--- config.mk ---
export PLATFORM = sky130hd
export DESIGN_NAME = wildcard_glob_matcher_core
export DESIGN_NICKNAME = d
export VERILOG_FILES = /design/src/hdl/wgm_pkg.sv /design/src/hdl/wgm_cell.sv /design/src/hdl/wildcard_glob_matcher_core.sv
export SDC_FILE = /design/constraint.sdc
export NUM_CORES = 1
export LEC_CHECK = 0
export CORE_MARGIN = 2
export CORE_UTILIZATION = 57
export DETAILED_ROUTE_END_ITERATION = 7
export DONT_BUFFER_PORTS = 1
export MAX_ROUTING_LAYER = met4
export PLACE_DENSITY_LB_ADDON = 0.05
export SLEW_MARGIN = 0
export SYNTH_ARGS = -nofsm -noshare
export SYNTH_HDL_FRONTEND = slang
export SYNTH_SLANG_ARGS = --single-unit
--- constraint.sdc ---
create_clock -name aclk -period 10.25 [get_ports aclk]
set_clock_uncertainty 0.2 [all_clocks]
set_input_delay 0.5125 -clock aclk [delete_from_list [all_inputs] [get_ports aclk]]
set_output_delay 0.5125 -clock aclk [all_outputs]
set_load 0.1 [all_outputs]
--- src/hdl/wgm_pkg.sv ---
// ----------------------------------------------------------------------------
// wgm_pkg
// Shared types, character codes and register indexes for the wildcard
// glob matcher.
// ----------------------------------------------------------------------------
package wgm_pkg;

    localparam int CHAR_W         = 8;
    localparam int LEN_W          = 6;
    localparam int CFG_INDEX_W    = 3;
    localparam int CFG_DATA_W     = 64;
    localparam int BYTES_PER_WORD = CFG_DATA_W / CHAR_W;

    localparam logic [CHAR_W-1:0] CH_ANY      = 8'h3F;  // '?'
    localparam logic [CHAR_W-1:0] CH_RUN      = 8'h2A;  // '*'
    localparam logic [CHAR_W-1:0] CH_SEP      = 8'h3B;  // ';'
    localparam logic [CHAR_W-1:0] CH_LOWER_A  = 8'h61;
    localparam logic [CHAR_W-1:0] CH_LOWER_Z  = 8'h7A;
    localparam logic [CHAR_W-1:0] CASE_OFFSET = 8'h20;

    localparam logic [CFG_INDEX_W-1:0] REG_CHARS_0_7   = 3'd0;
    localparam logic [CFG_INDEX_W-1:0] REG_CHARS_8_15  = 3'd1;
    localparam logic [CFG_INDEX_W-1:0] REG_CHARS_16_23 = 3'd2;
    localparam logic [CFG_INDEX_W-1:0] REG_CHARS_24_31 = 3'd3;
    localparam logic [CFG_INDEX_W-1:0] REG_LENGTH      = 3'd4;
    localparam logic [CFG_INDEX_W-1:0] REG_FOLD        = 3'd5;

    localparam logic [1:0] SETTLE_CYCLES = 2'd2;

    // passed from one cell to the next one up
    typedef struct packed {
        logic used;   // position lies inside the effective pattern
        logic alt;    // position holds a character of an alternative
        logic step;   // live position consumed a character, next one goes live
    } wgm_link_t;

    // per-cell status toward the top level
    typedef struct packed {
        logic raw;    // position live after this character, before star closure
        logic star;   // position holds '*'
        logic start;  // first position of an alternative
        logic fin;    // position right after the last character of an alternative
    } wgm_stat_t;

    function automatic logic [CHAR_W-1:0] fold_char(input logic [CHAR_W-1:0] c,
                                                    input logic en);
        logic [CHAR_W-1:0] r;
        r = c;
        if (en && (c inside {[CH_LOWER_A:CH_LOWER_Z]})) begin
            r = c - CASE_OFFSET;
        end
        return r;
    endfunction

endpackage

--- src/hdl/wgm_cell.sv ---
// ----------------------------------------------------------------------------
// wgm_cell
// One pattern position: decodes its pattern character, holds its live bit
// and hands the consumed-character step to the next position.
// ----------------------------------------------------------------------------
module wgm_cell #(
    parameter int POS = 0
) (
    input  logic                        aclk,
    input  logic [wgm_pkg::CHAR_W-1:0]  pat_char,
    input  logic [wgm_pkg::LEN_W-1:0]   pat_len,
    input  logic                        fold_en,
    input  logic [wgm_pkg::CHAR_W-1:0]  txt_fold,
    input  logic                        restart,
    input  logic                        act_load,
    input  logic                        act_in,
    input  logic                        start_in,
    input  wgm_pkg::wgm_link_t          link_in,
    output wgm_pkg::wgm_link_t          link_out,
    output wgm_pkg::wgm_stat_t          stat
);
    import wgm_pkg::*;

    logic              pos_ok;
    logic              used_c;
    logic              sep_c;
    logic              star_c;
    logic              any_c;
    logic              cur;
    logic              act_next;

    logic              used_reg;
    logic              star_reg;
    logic              sep_reg;
    logic              any_reg;
    logic [CHAR_W-1:0] pat_fold_reg;
    logic              start_mark_reg;
    logic              end_mark_reg;
    logic              start_set_reg;
    logic              act_reg;

    // pattern decode, settles after a register write
    always_comb begin
        pos_ok = pat_len > LEN_W'(POS);
        used_c = link_in.used && pos_ok && (pat_char != '0);
        sep_c  = pat_char == CH_SEP;
        star_c = pat_char == CH_RUN;
        any_c  = pat_char == CH_ANY;
    end

    always_ff @(posedge aclk) begin
        used_reg       <= used_c;
        star_reg       <= used_c && star_c;
        sep_reg        <= used_c && sep_c;
        any_reg        <= used_c && any_c;
        pat_fold_reg   <= fold_char(pat_char, fold_en);
        start_mark_reg <= used_c && !sep_c && !link_in.alt;
        end_mark_reg   <= link_in.alt && (!used_c || sep_c);
        start_set_reg  <= start_in;
        act_reg        <= act_next;
    end

    always_comb begin
        cur      = restart ? start_set_reg : act_reg;
        act_next = act_load ? act_in : act_reg;

        link_out.used = used_c;
        link_out.alt  = used_c && !sep_c;
        link_out.step = cur && used_reg && !star_reg && !sep_reg &&
                        (any_reg || (pat_fold_reg == txt_fold));

        stat.raw   = (cur && star_reg) || link_in.step;
        stat.star  = star_reg;
        stat.start = start_mark_reg;
        stat.fin   = end_mark_reg;
    end

endmodule

--- src/hdl/wildcard_glob_matcher_core.sv ---
// The match flag appears on m_tdata in the cycle after the request with
// s_tlast is accepted; requests without s_tlast give no result.
// Throughput: one character per cycle while s_tready is high; the path is cell
// compare, then the 33-bit star-closure adder, then the end-mark reduction.
// Reset and a write to a known register index clear the name in progress; then
// s_tready stays low until the pattern decode and start set have settled.
// ----------------------------------------------------------------------------
// wildcard_glob_matcher_core
// Streams name characters through a row of pattern-position cells and
// reports whether the whole name matched one alternative of the pattern.
// ----------------------------------------------------------------------------
module wildcard_glob_matcher_core #(
    parameter int PATTERN_MAX = 32
) (
    input  logic                            aclk,
    input  logic                            aresetn,
    // configuration
    input  logic                            cfg_valid,
    output logic                            cfg_ready,
    input  logic [wgm_pkg::CFG_INDEX_W-1:0] cfg_index,
    input  logic [wgm_pkg::CFG_DATA_W-1:0]  cfg_data,
    // name characters
    input  logic                            s_tvalid,
    output logic                            s_tready,
    input  logic [7:0]                      s_tdata,   // [7:0] text_char
    input  logic                            s_tlast,   // last_char
    // results
    output logic                            m_tvalid,
    input  logic                            m_tready,
    output logic [7:0]                      m_tdata    // [0] matched, [7:1] zero
);
    import wgm_pkg::*;

    localparam int W = PATTERN_MAX + 1;

    logic [CHAR_W-1:0] pat_reg [PATTERN_MAX];
    logic [LEN_W-1:0]  len_reg;
    logic              fold_reg;
    logic [1:0]        settle_reg;
    logic [1:0]        settle_next;
    logic              inside_reg;
    logic              inside_next;
    logic              m_valid_reg;
    logic              m_valid_next;
    logic              match_reg;
    logic              end_last_reg;

    logic              cfg_we;
    logic              cfg_known;
    logic              s_accept;
    logic [CHAR_W-1:0] txt_fold;
    logic              match_c;

    wgm_link_t         link [PATTERN_MAX+1];
    wgm_stat_t         stat [PATTERN_MAX];

    logic [W-1:0]      raw_vec;
    logic [W-1:0]      star_vec;
    logic [W-1:0]      start_vec;
    logic [W-1:0]      end_vec;
    logic [W-1:0]      closed_vec;
    logic [W-1:0]      start_closed_vec;

    // a live position in front of a star run makes every position up to the
    // end of the run live: a carry that enters at a live star and ripples on
    function automatic logic [W-1:0] star_closure(input logic [W-1:0] set,
                                                  input logic [W-1:0] star);
        logic [W-1:0] gen;
        logic [W-1:0] sum;
        gen = set & star;
        sum = star + gen;
        return set | (sum ^ star ^ gen);
    endfunction

    assign cfg_ready = 1'b1;
    assign cfg_we    = cfg_valid && cfg_ready;
    assign cfg_known = cfg_index <= REG_FOLD;
    assign s_tready  = (settle_reg == '0) && (!m_valid_reg || m_tready);
    assign s_accept  = s_tvalid && s_tready;
    assign txt_fold  = fold_char(s_tdata, fold_reg);

    // configuration registers
    always_ff @(posedge aclk) begin
        if (!aresetn) begin
            len_reg  <= '0;
            fold_reg <= 1'b0;
        end else if (cfg_we) begin
            case (cfg_index)
                REG_LENGTH: begin
                    len_reg <= cfg_data[LEN_W-1:0];
                end
                REG_FOLD: begin
                    fold_reg <= cfg_data[0];
                end
                default: begin
                end
            endcase
        end
    end

    always_ff @(posedge aclk) begin
        for (int b = 0; b < PATTERN_MAX; b++) begin
            if (!aresetn) begin
                pat_reg[b] <= '0;
            end else if (cfg_we && (cfg_index == CFG_INDEX_W'(b / BYTES_PER_WORD))) begin
                pat_reg[b] <= cfg_data[(b % BYTES_PER_WORD)*CHAR_W +: CHAR_W];
            end
        end
    end

    // cell row
    assign link[0] = '{used: 1'b1, alt: 1'b0, step: 1'b0};

    for (genvar p = 0; p < PATTERN_MAX; p++) begin : g_cell
        wgm_cell #(
            .POS (p)
        ) u_cell (
            .aclk     (aclk),
            .pat_char (pat_reg[p]),
            .pat_len  (len_reg),
            .fold_en  (fold_reg),
            .txt_fold (txt_fold),
            .restart  (!inside_reg),
            .act_load (s_accept),
            .act_in   (closed_vec[p]),
            .start_in (start_closed_vec[p]),
            .link_in  (link[p]),
            .link_out (link[p+1]),
            .stat     (stat[p])
        );
    end

    always_ff @(posedge aclk) begin
        end_last_reg <= link[PATTERN_MAX].alt;
    end

    always_comb begin
        for (int p = 0; p < PATTERN_MAX; p++) begin
            raw_vec[p]   = stat[p].raw;
            star_vec[p]  = stat[p].star;
            start_vec[p] = stat[p].start;
            end_vec[p]   = stat[p].fin;
        end
        raw_vec[PATTERN_MAX]   = link[PATTERN_MAX].step;
        star_vec[PATTERN_MAX]  = 1'b0;
        start_vec[PATTERN_MAX] = 1'b0;
        end_vec[PATTERN_MAX]   = end_last_reg;

        closed_vec       = star_closure(raw_vec, star_vec);
        start_closed_vec = star_closure(start_vec, star_vec);
        match_c          = |(closed_vec & end_vec);
    end

    // name tracking, settle count and result register
    always_comb begin
        settle_next = settle_reg;
        if (settle_reg != '0) begin
            settle_next = settle_reg - 2'd1;
        end
        if (cfg_we && cfg_known) begin
            settle_next = SETTLE_CYCLES;
        end

        inside_next = inside_reg;
        if (s_accept) begin
            inside_next = !s_tlast;
        end
        if (cfg_we && cfg_known) begin
            inside_next = 1'b0;
        end

        m_valid_next = m_valid_reg;
        if (m_tready) begin
            m_valid_next = 1'b0;
        end
        if (s_accept && s_tlast) begin
            m_valid_next = 1'b1;
        end
    end

    always_ff @(posedge aclk) begin
        if (!aresetn) begin
            settle_reg  <= SETTLE_CYCLES;
            inside_reg  <= 1'b0;
            m_valid_reg <= 1'b0;
        end else begin
            settle_reg  <= settle_next;
            inside_reg  <= inside_next;
            m_valid_reg <= m_valid_next;
        end
    end

    always_ff @(posedge aclk) begin
        if (s_accept && s_tlast) begin
            match_reg <= match_c;
        end
    end

    assign m_tvalid = m_valid_reg;
    assign m_tdata  = {7'b0, match_reg};

    // new result only from a request that closed a name
    a_result_source: assert property (@(posedge aclk) disable iff (!aresetn)
        $rose(m_valid_reg) |-> $past(s_accept && s_tlast))
        else $error("result without a closing request");

    // a register write drops the name in progress
    a_cfg_restart: assert property (@(posedge aclk) disable iff (!aresetn)
        (cfg_we && cfg_known) |=> !inside_reg && (settle_reg == SETTLE_CYCLES))
        else $error("register write did not restart the matcher");

    // a held result blocks further characters
    a_hold_blocks: assert property (@(posedge aclk) disable iff (!aresetn)
        (m_valid_reg && !m_tready) |-> !s_tready)
        else $error("character taken while a result is stalled");

    // a character that does not close a name leaves a name in progress
    a_inside_track: assert property (@(posedge aclk) disable iff (!aresetn)
        (s_accept && !s_tlast && !cfg_we) |=> inside_reg)
        else $error("name in progress lost");

endmodule
==> qor.yml, run 1 <==
tns_ps: 0
power.density_mw_per_mm2: 179
cp_max_fo: 44
fin_cells: 4251
cts_buffers: 83
power_mw: 6.94
synthArstFlopShare_pct: 0
criticalPathCategory: "in2reg"
min_period_ps: 6570
final_core_util_pct: 64.5
clock_latency_ps: 670
synth_xor_area_share_pct: 5.04
relSlewSlack_pct: -0.677
ys_warn_count: 0
setup_violations: 0
violations: "slew limit"
power.leakage_nw: 14.8
min_period_over_period_pct: 64.1
synth_compound_area_share_pct: 12.3
drive_above_1_share_pct: 8.27
grt_overflow: 0
endpoint_kind: "register"
grt_pass1_wl_um: 179000
vias: 27585
ys.flop_type: "dfxtp_1"
finalWeightedCongestion: 1.03
critPathArrivalTime_ps: 6750
required_ps: 10430
row_count: 90
synth_mux_area_share_pct: 2.32
synth_area_mm2: 0.0344
die_w_um: 250
max-vdd-ir-drop_uv: 149
yosys.area_share.adder_pct: 1.31
ys_ff_latch: 780
area_growth_pct: 12.4
wl_per_cell_um: 29.7
p_sw_mw: 1.69
cts_setup_buffers: 0
p_int_mw: 5.25
ctsLongestPathBuffers: 3
initial_utilization_pct: 57.4
synth_cells: 3309
rsz0062_at_grt: "no"
hp-class: "in2reg"
drc: 0
dp_cells: 4015
status: "complete, but fails checks"
antenna_found_initial: 7
grt_max_degree: 65
synthDistinctLibCells: 108
synth_top_family_by_area: "simple AND/OR/NAND/NOR gates"
grt_usage_pct: 41.1
cts.sinks: 780
synth-edff-count: 289
drt_iter0_markers: 3409
die_y_um: 250
syn_avg_cell_area_um2: 10.4
vias_per_cell: 6.49
first_pass_iters: 7
core_mm2: 0.0600
final_net_count: 3506
crit_path_start_kind: "input pin"
hold_violations: 0
power.share.switching_pct: 24.4
max_slew.worst_pin.slew_ps: 1510
cts_tree: "yes"
htreeDepth: 3
final_max_slew_viol_count: 7
die_area_mm2: 0.0624
drv_cap: 0
io_pins: 92
ant_nets: 0
timing.fmax_ghz: 0.152
p_clk_share_pct: 43.4
dp_hpwl_um: 93700
combPwrFrac_pct: 6.2
grt_pass1_vias: 26481
seqPwrFrac_pct: 50.4
clkSlewWorstSetupHoldPaths_ps: 60
whs_ps: 25.0
cts_root_buf: "clkbuf_16"
yosysSeqAreaShare_pct: 53.8
io_buffers: 0
drt-total-wl_um: 126000
synth-simple-area-share_pct: 21.9
-- metal layers --
layer  share of wire (%)  wire length [um]  GRT usage, %
met1                  39             49300          52.5
met3                  12             15200          10.8
met5                   0                 0             -
met2                  44             55300          61.5
met4                 4.9              6230          18.1
-- kinds of logic after synthesis --
kind of cell / Yosys count
compound gates: 576
xor+xnor: 198
fa+ha+maj: 36
buf+inv: 262
flops: 780
mux: 76
other cells: 2
simple gates: 1379
-- cell type report --
class / count / area [um2]
sequential: 780 / 18500
fill: 4686 / 21300
inverter: 139 / 522
clock buffer: 123 / 2440
antenna: 9 / 22.5
tap: 782 / 978
clock inverter: 33 / 304
timing repair buffer: 112 / 1020
multi-input combinational: 2273 / 14900
-- timing repair --
action,in CTS,in global routing
resized for setup,0,0
endpoints found under the hold margin,267,0
hold buffers,70,0
-- Yosys cell counts, drive strengths merged, types with 22 or more instances --
| library cell | count | area share, % |
|---|---|---|
| a21o | 95 | 2.1 |
| a21oi | 97 | 1.4 |
| a22oi | 23 | 0.50 |
| a311oi | 23 | 0.59 |
| and2 | 312 | 5.7 |
| and3 | 46 | 0.84 |
| buf | 59 | 1.1 |
| clkbuf | 64 | 0.70 |
| dfxtp | 491 | 29 |
| edfxtp | 289 | 25 |
| ha | 36 | 1.3 |
| inv | 139 | 1.5 |
| mux2 | 30 | 0.98 |
| mux2i | 46 | 1.3 |
| nand2 | 165 | 1.8 |
| nand2b | 35 | 0.64 |
| nand3 | 117 | 1.8 |
| nand4 | 53 | 0.98 |
| nor2 | 271 | 3.0 |
| nor2b | 38 | 0.69 |
| nor3 | 120 | 1.8 |
| nor4 | 53 | 1.0 |
| o2111ai | 22 | 0.56 |
| o21ai | 65 | 0.95 |
| or2 | 24 | 0.44 |
| or3 | 61 | 1.2 |
| xnor2 | 79 | 2.0 |
| xor2 | 119 | 3.0 |
-- through the flow --
step           instance area [um2]  worst slack [ps]
3_3_place_gp                 35200              3380
3_5_place_dp                 35200              3330
2_1_floorplan                34400              3990
6_report                     38700              3680
5_1_grt                      38700              3360
4_1_cts                      38700              3960
-- cells in the final DEF (no fill, tap or decap), types with 14 or more instances in the layout --
cell	count
dfxtp_1	489
and2_1	311
edfxtp_1	289
nor2_1	264
nand2_1	163
inv_1	135
xor2_1	119
nor3_1	117
nand3_1	115
a21oi_1	97
a21o_1	95
clkbuf_16	87
xnor2_1	79
dlygate4sd3_1	70
or3_1	58
o21ai_0	57
nand4_1	52
nor4_1	49
mux2i_1	46
and3_1	45
buf_4	41
nor2b_1	38
ha_1	36
nand2b_1	35
mux2_2	30
a311oi_1	23
a22oi_1	23
or2_2	23
o2111ai_1	22
clkbuf_1	22
o211ai_1	21
a31oi_1	17
a211oi_1	17
o31ai_1	17
nor3b_1	16
or4_1	15
a2111oi_0	15
clkinv_2	15
o21bai_1	14
a22o_1	14
-- path summary, 6_finish.rpt --
check,startpoint,end,slack [ps],depth (start not counted)
max,s_tdata[5],match_reg$_DFFE_PP_,3680,23
min,cfg_index[2],fold_reg$_SDFFE_PN0P_,20,3
max reg2reg,fold_reg$_SDFFE_PN0P_,match_reg$_DFFE_PP_,3770,21
min reg2reg,g_cell[0].u_cell.start_mark_reg$_DFF_P_,g_cell[0].u_cell.start_set_reg$_DFF_P_,180,0
-- critical path, cell delays in order --
cell	delay (ps)
inv_2	560
ha_1	420
nand4b_1	200
nand2_1	610
and3_1	430
or3_1	410
nor2_1	150
o21ai_0	120
and3_1	230
ha_1	290
or2_2	310
a32o_1	250
a211oi_1	220
o2111ai_1	160
a221oi_1	240
nand4_1	150
a211oi_1	220
o2111ai_1	190
nor4_1	290
o2111ai_1	190
a2111oi_2	240
nand4b_1	120
nand4bb_1	190
-- power groups by stage --
stage	Sequential, mW	Combinational [mW]	Clock (mW)
2_1_floorplan	3.52	0.298	0
3_3_place_gp	3.55	0.364	0
3_5_place_dp	3.56	0.377	0
4_1_cts	3.49	0.421	3.01
5_1_grt	3.51	0.462	3.14
6_report	3.50	0.433	3.01
Power figures use the tool's default switching activity.
==> run 2: changes to the inputs <==
==> constraint.sdc (replaced) <==
create_clock -name aclk -period 5.3 [get_ports aclk]
set_clock_uncertainty 0.2 [all_clocks]
set_input_delay 0.265 -clock aclk [delete_from_list [all_inputs] [get_ports aclk]]
set_output_delay 0.265 -clock aclk [all_outputs]
set_load 0.1 [all_outputs]
==> run 2 against run 1 <==
  * Highest routed layer unchanged
  * Sequential power is 93% higher
  * Final area up 4.0%
  * Register-to-register slack lost 3800 ps
  * Largest power group unchanged
  * Combinational power grew 100%
  * The flow finishes with violations (setup timing)
  * Clock-buffer cell count fell by 11
  * Power is 98% higher
  * Die area is the same
  * Global-route usage increased by 1.2 points
  * Critical path type is now reg2reg
  * Core utilization up 2.6 points
  * Critical path depth decreased by 6
  * Non-clock buffer count up 178
  * Routed wire length rose by 2.8%
==> qor.yml, run 2 (synthesis results as in run 1) <==
core_mm2: 0.0600  # unchanged
io_buffers: 0  # unchanged
vias: 28502  # +3.3%
drt-total-wl_um: 130000  # +2.8%
max_slew.worst_pin.slew_ps: 1240  # -275 ps
initial_utilization_pct: 57.4  # unchanged
wl_per_cell_um: 29.3  # -1.2%
cp_max_fo: 10  # -77%
ff_latch_area_mm2: 0.0185  # unchanged
rr_worst_depth: 17  # -19%
filler_cell_count: 4562  # -2.6%
setup_ws_ps: -54.0  # -3740 ps
final_net_count: 3683  # +5.0%
vias_per_cell: 6.45  # -0.67%
relSlewSlack_pct: 17.3  # +18 points
rsz0062_at_grt: "yes"
timing.fmax_ghz: 0.187
crit_path_start_kind: "register"
cp-startpoint: "fold_reg$_SDFFE_PN0P_"
rr_startpoint: "fold_reg$_SDFFE_PN0P_"
reg2reg_slack_ps: -50  # -3820 ps
die_area_mm2: 0.0624  # unchanged
cts_buffers: 82  # -1.2%
hold_violations: 0  # unchanged
required_ps: 5590  # -4840 ps
ant_nets: 0  # unchanged
fin_cells: 4422  # +4.0%
area_growth_pct: 16.9
min_period_over_period_pct: 101
min_path_cells: 2  # -1
cts_tree: "yes"
status: "complete, but fails checks"
grt_max_degree: 65  # unchanged
antenna_found_initial: 5  # -2
die_w_um: 250  # unchanged
io_pins: 92  # unchanged
min-delay-start: "cfg_index[0]"
violations: "setup timing"
hold_end: "pat_reg[1][73]$_SDFFCE_PN0P_"
multi_input_area_mm2: 0.0149  # +0.28%
whs_ps: 20.4  # -4.55 ps
drv_cap: 0  # unchanged
cts.sinks: 780  # unchanged
layout_common_cells: "489 x dfxtp_1, 311 x and2_1, 289 x edfxtp_1"
die_y_um: 250  # unchanged
tns_ps: -73.0  # -73.0 ps
critPathArrivalTime_ps: 5650  # -1100 ps
setup_violations: 2  # +2
finalWeightedCongestion: 1.07  # +3.9%
power.density_mw_per_mm2: 341  # +90%
dp_slack_ps: -54.7  # -3390 ps
clock_latency_ps: 660  # about the same
grt_pass1_vias: 27277  # +3.0%
hp-class: "in2reg"
dp_hpwl_um: 98100  # +4.6%
grt_usage_pct: 42.3  # +1.2 points
drc: 0  # unchanged
cts_root_buf: "clkbuf_16"
power.leakage_nw: 15.8  # +6.2%
r2r-end: "match_reg$_DFFE_PP_"
grt_overflow: 0  # unchanged
dp_cells: 4184  # +4.2%
htreeDepth: 3  # unchanged
max-vdd-ir-drop_uv: 321  # +120%
power_mw: 13.7  # +98%
min_period_ps: 5350
first_pass_iters: 6  # -1
row_count: 90  # unchanged
endpoint_kind: "register"
final_max_slew_viol_count: 0  # -7
layout_commonest_cell: "dfxtp_1"
grt_pass1_wl_um: 185000  # +3.3%
criticalPathCategory: "reg2reg"
drt_iter0_markers: 3980  # +17%
ctsLongestPathBuffers: 3  # unchanged
drive_above_1_share_pct: 12.7  # +4.4 points
clkSlewWorstSetupHoldPaths_ps: 70  # about the same
-- run 2: cell count changes in the layout (fill, tap and decap cells not counted), sizes merged --
| cell | delta |
|---|---|
| buf | +168 |
| clkinvlp | +3 |
| clkinv | -2 |
| clkbuf | -11 |
| dlygate4sd3 | +10 |
| bufinv | +7 |
| diode | -3 |
| inv | -1 |
-- run 2: cell type report --
| class | instances | area share (%) |
|---|---|---|
| Timing Repair Buffer | 290 | 6.03 |
| Inverter | 139 | 1.30 |
| Tap cell | 782 | 2.43 |
| Antenna cell | 6 | 0.0373 |
| Sequential cell | 780 | 46.0 |
| Clock inverter | 40 | 1.31 |
| Clock buffer | 112 | 5.78 |
| Multi-Input combinational cell | 2273 | 37.1 |
-- run 2: worst max path at each step --
stage	slack [ps]	cells past startpoint	end
CTS	60	21	match_reg$_DFFE_PP_
global placement	-70	23	match_reg$_DFFE_PP_
global route	-240	21	match_reg$_DFFE_PP_
floorplan	-710	4	pat_reg[1][100]$_SDFFCE_PN0P_
detailed placement	-50	23	match_reg$_DFFE_PP_
finish	-50	17	match_reg$_DFFE_PP_
-- run 2: power by group --
group          internal, mW  switching [mW]  leakage (nW)  total [mW]
registers              6.51           0.268          6.85        6.77
logic                 0.341           0.540          7.53       0.880
clock network          3.55            2.51          1.39        6.06
-- run 2: what timing repair did --
item	CTS	global route
hold buffers	80	0
endpoints found under the setup margin	0	1
setup buffers	0	0
endpoints found under the hold margin	308	0
gates resized for setup	0	6
-- run 2: critical path, stage by stage, from the launching register on --
cell and delay (ps):
dfxtp_2 370, buf_4 140, nand3b_1 230, a221oi_1 670, buf_4 380, or3_1 160
nand4_1 150, o21ai_0 660, o21ai_0 240, or2_2 320, o211ai_1 230, a31oi_2 220
o31a_1 340, buf_4 140, and2_1 160, o31ai_1 290, nand4b_1 160, nand4bb_1 130
-- run 2: stage by stage --
stage / cell area, um2 / util [%]
finish: 40200 / 67.0
global route: 40200 / 67.0
CTS: 40200 / 67.0
detailed placement: 36500 / 60.9
global placement: 36500 / 60.9
floorplan: 34500 / -
-- run 2: layer usage --
layer,vias up,track usage (%),part of all wire [%]
li1,12446,-,-
met1,13859,58.0,41
met2,1869,62.2,44
met3,328,7.94,11
met4,0,16.2,4.5
met5,-,-,0
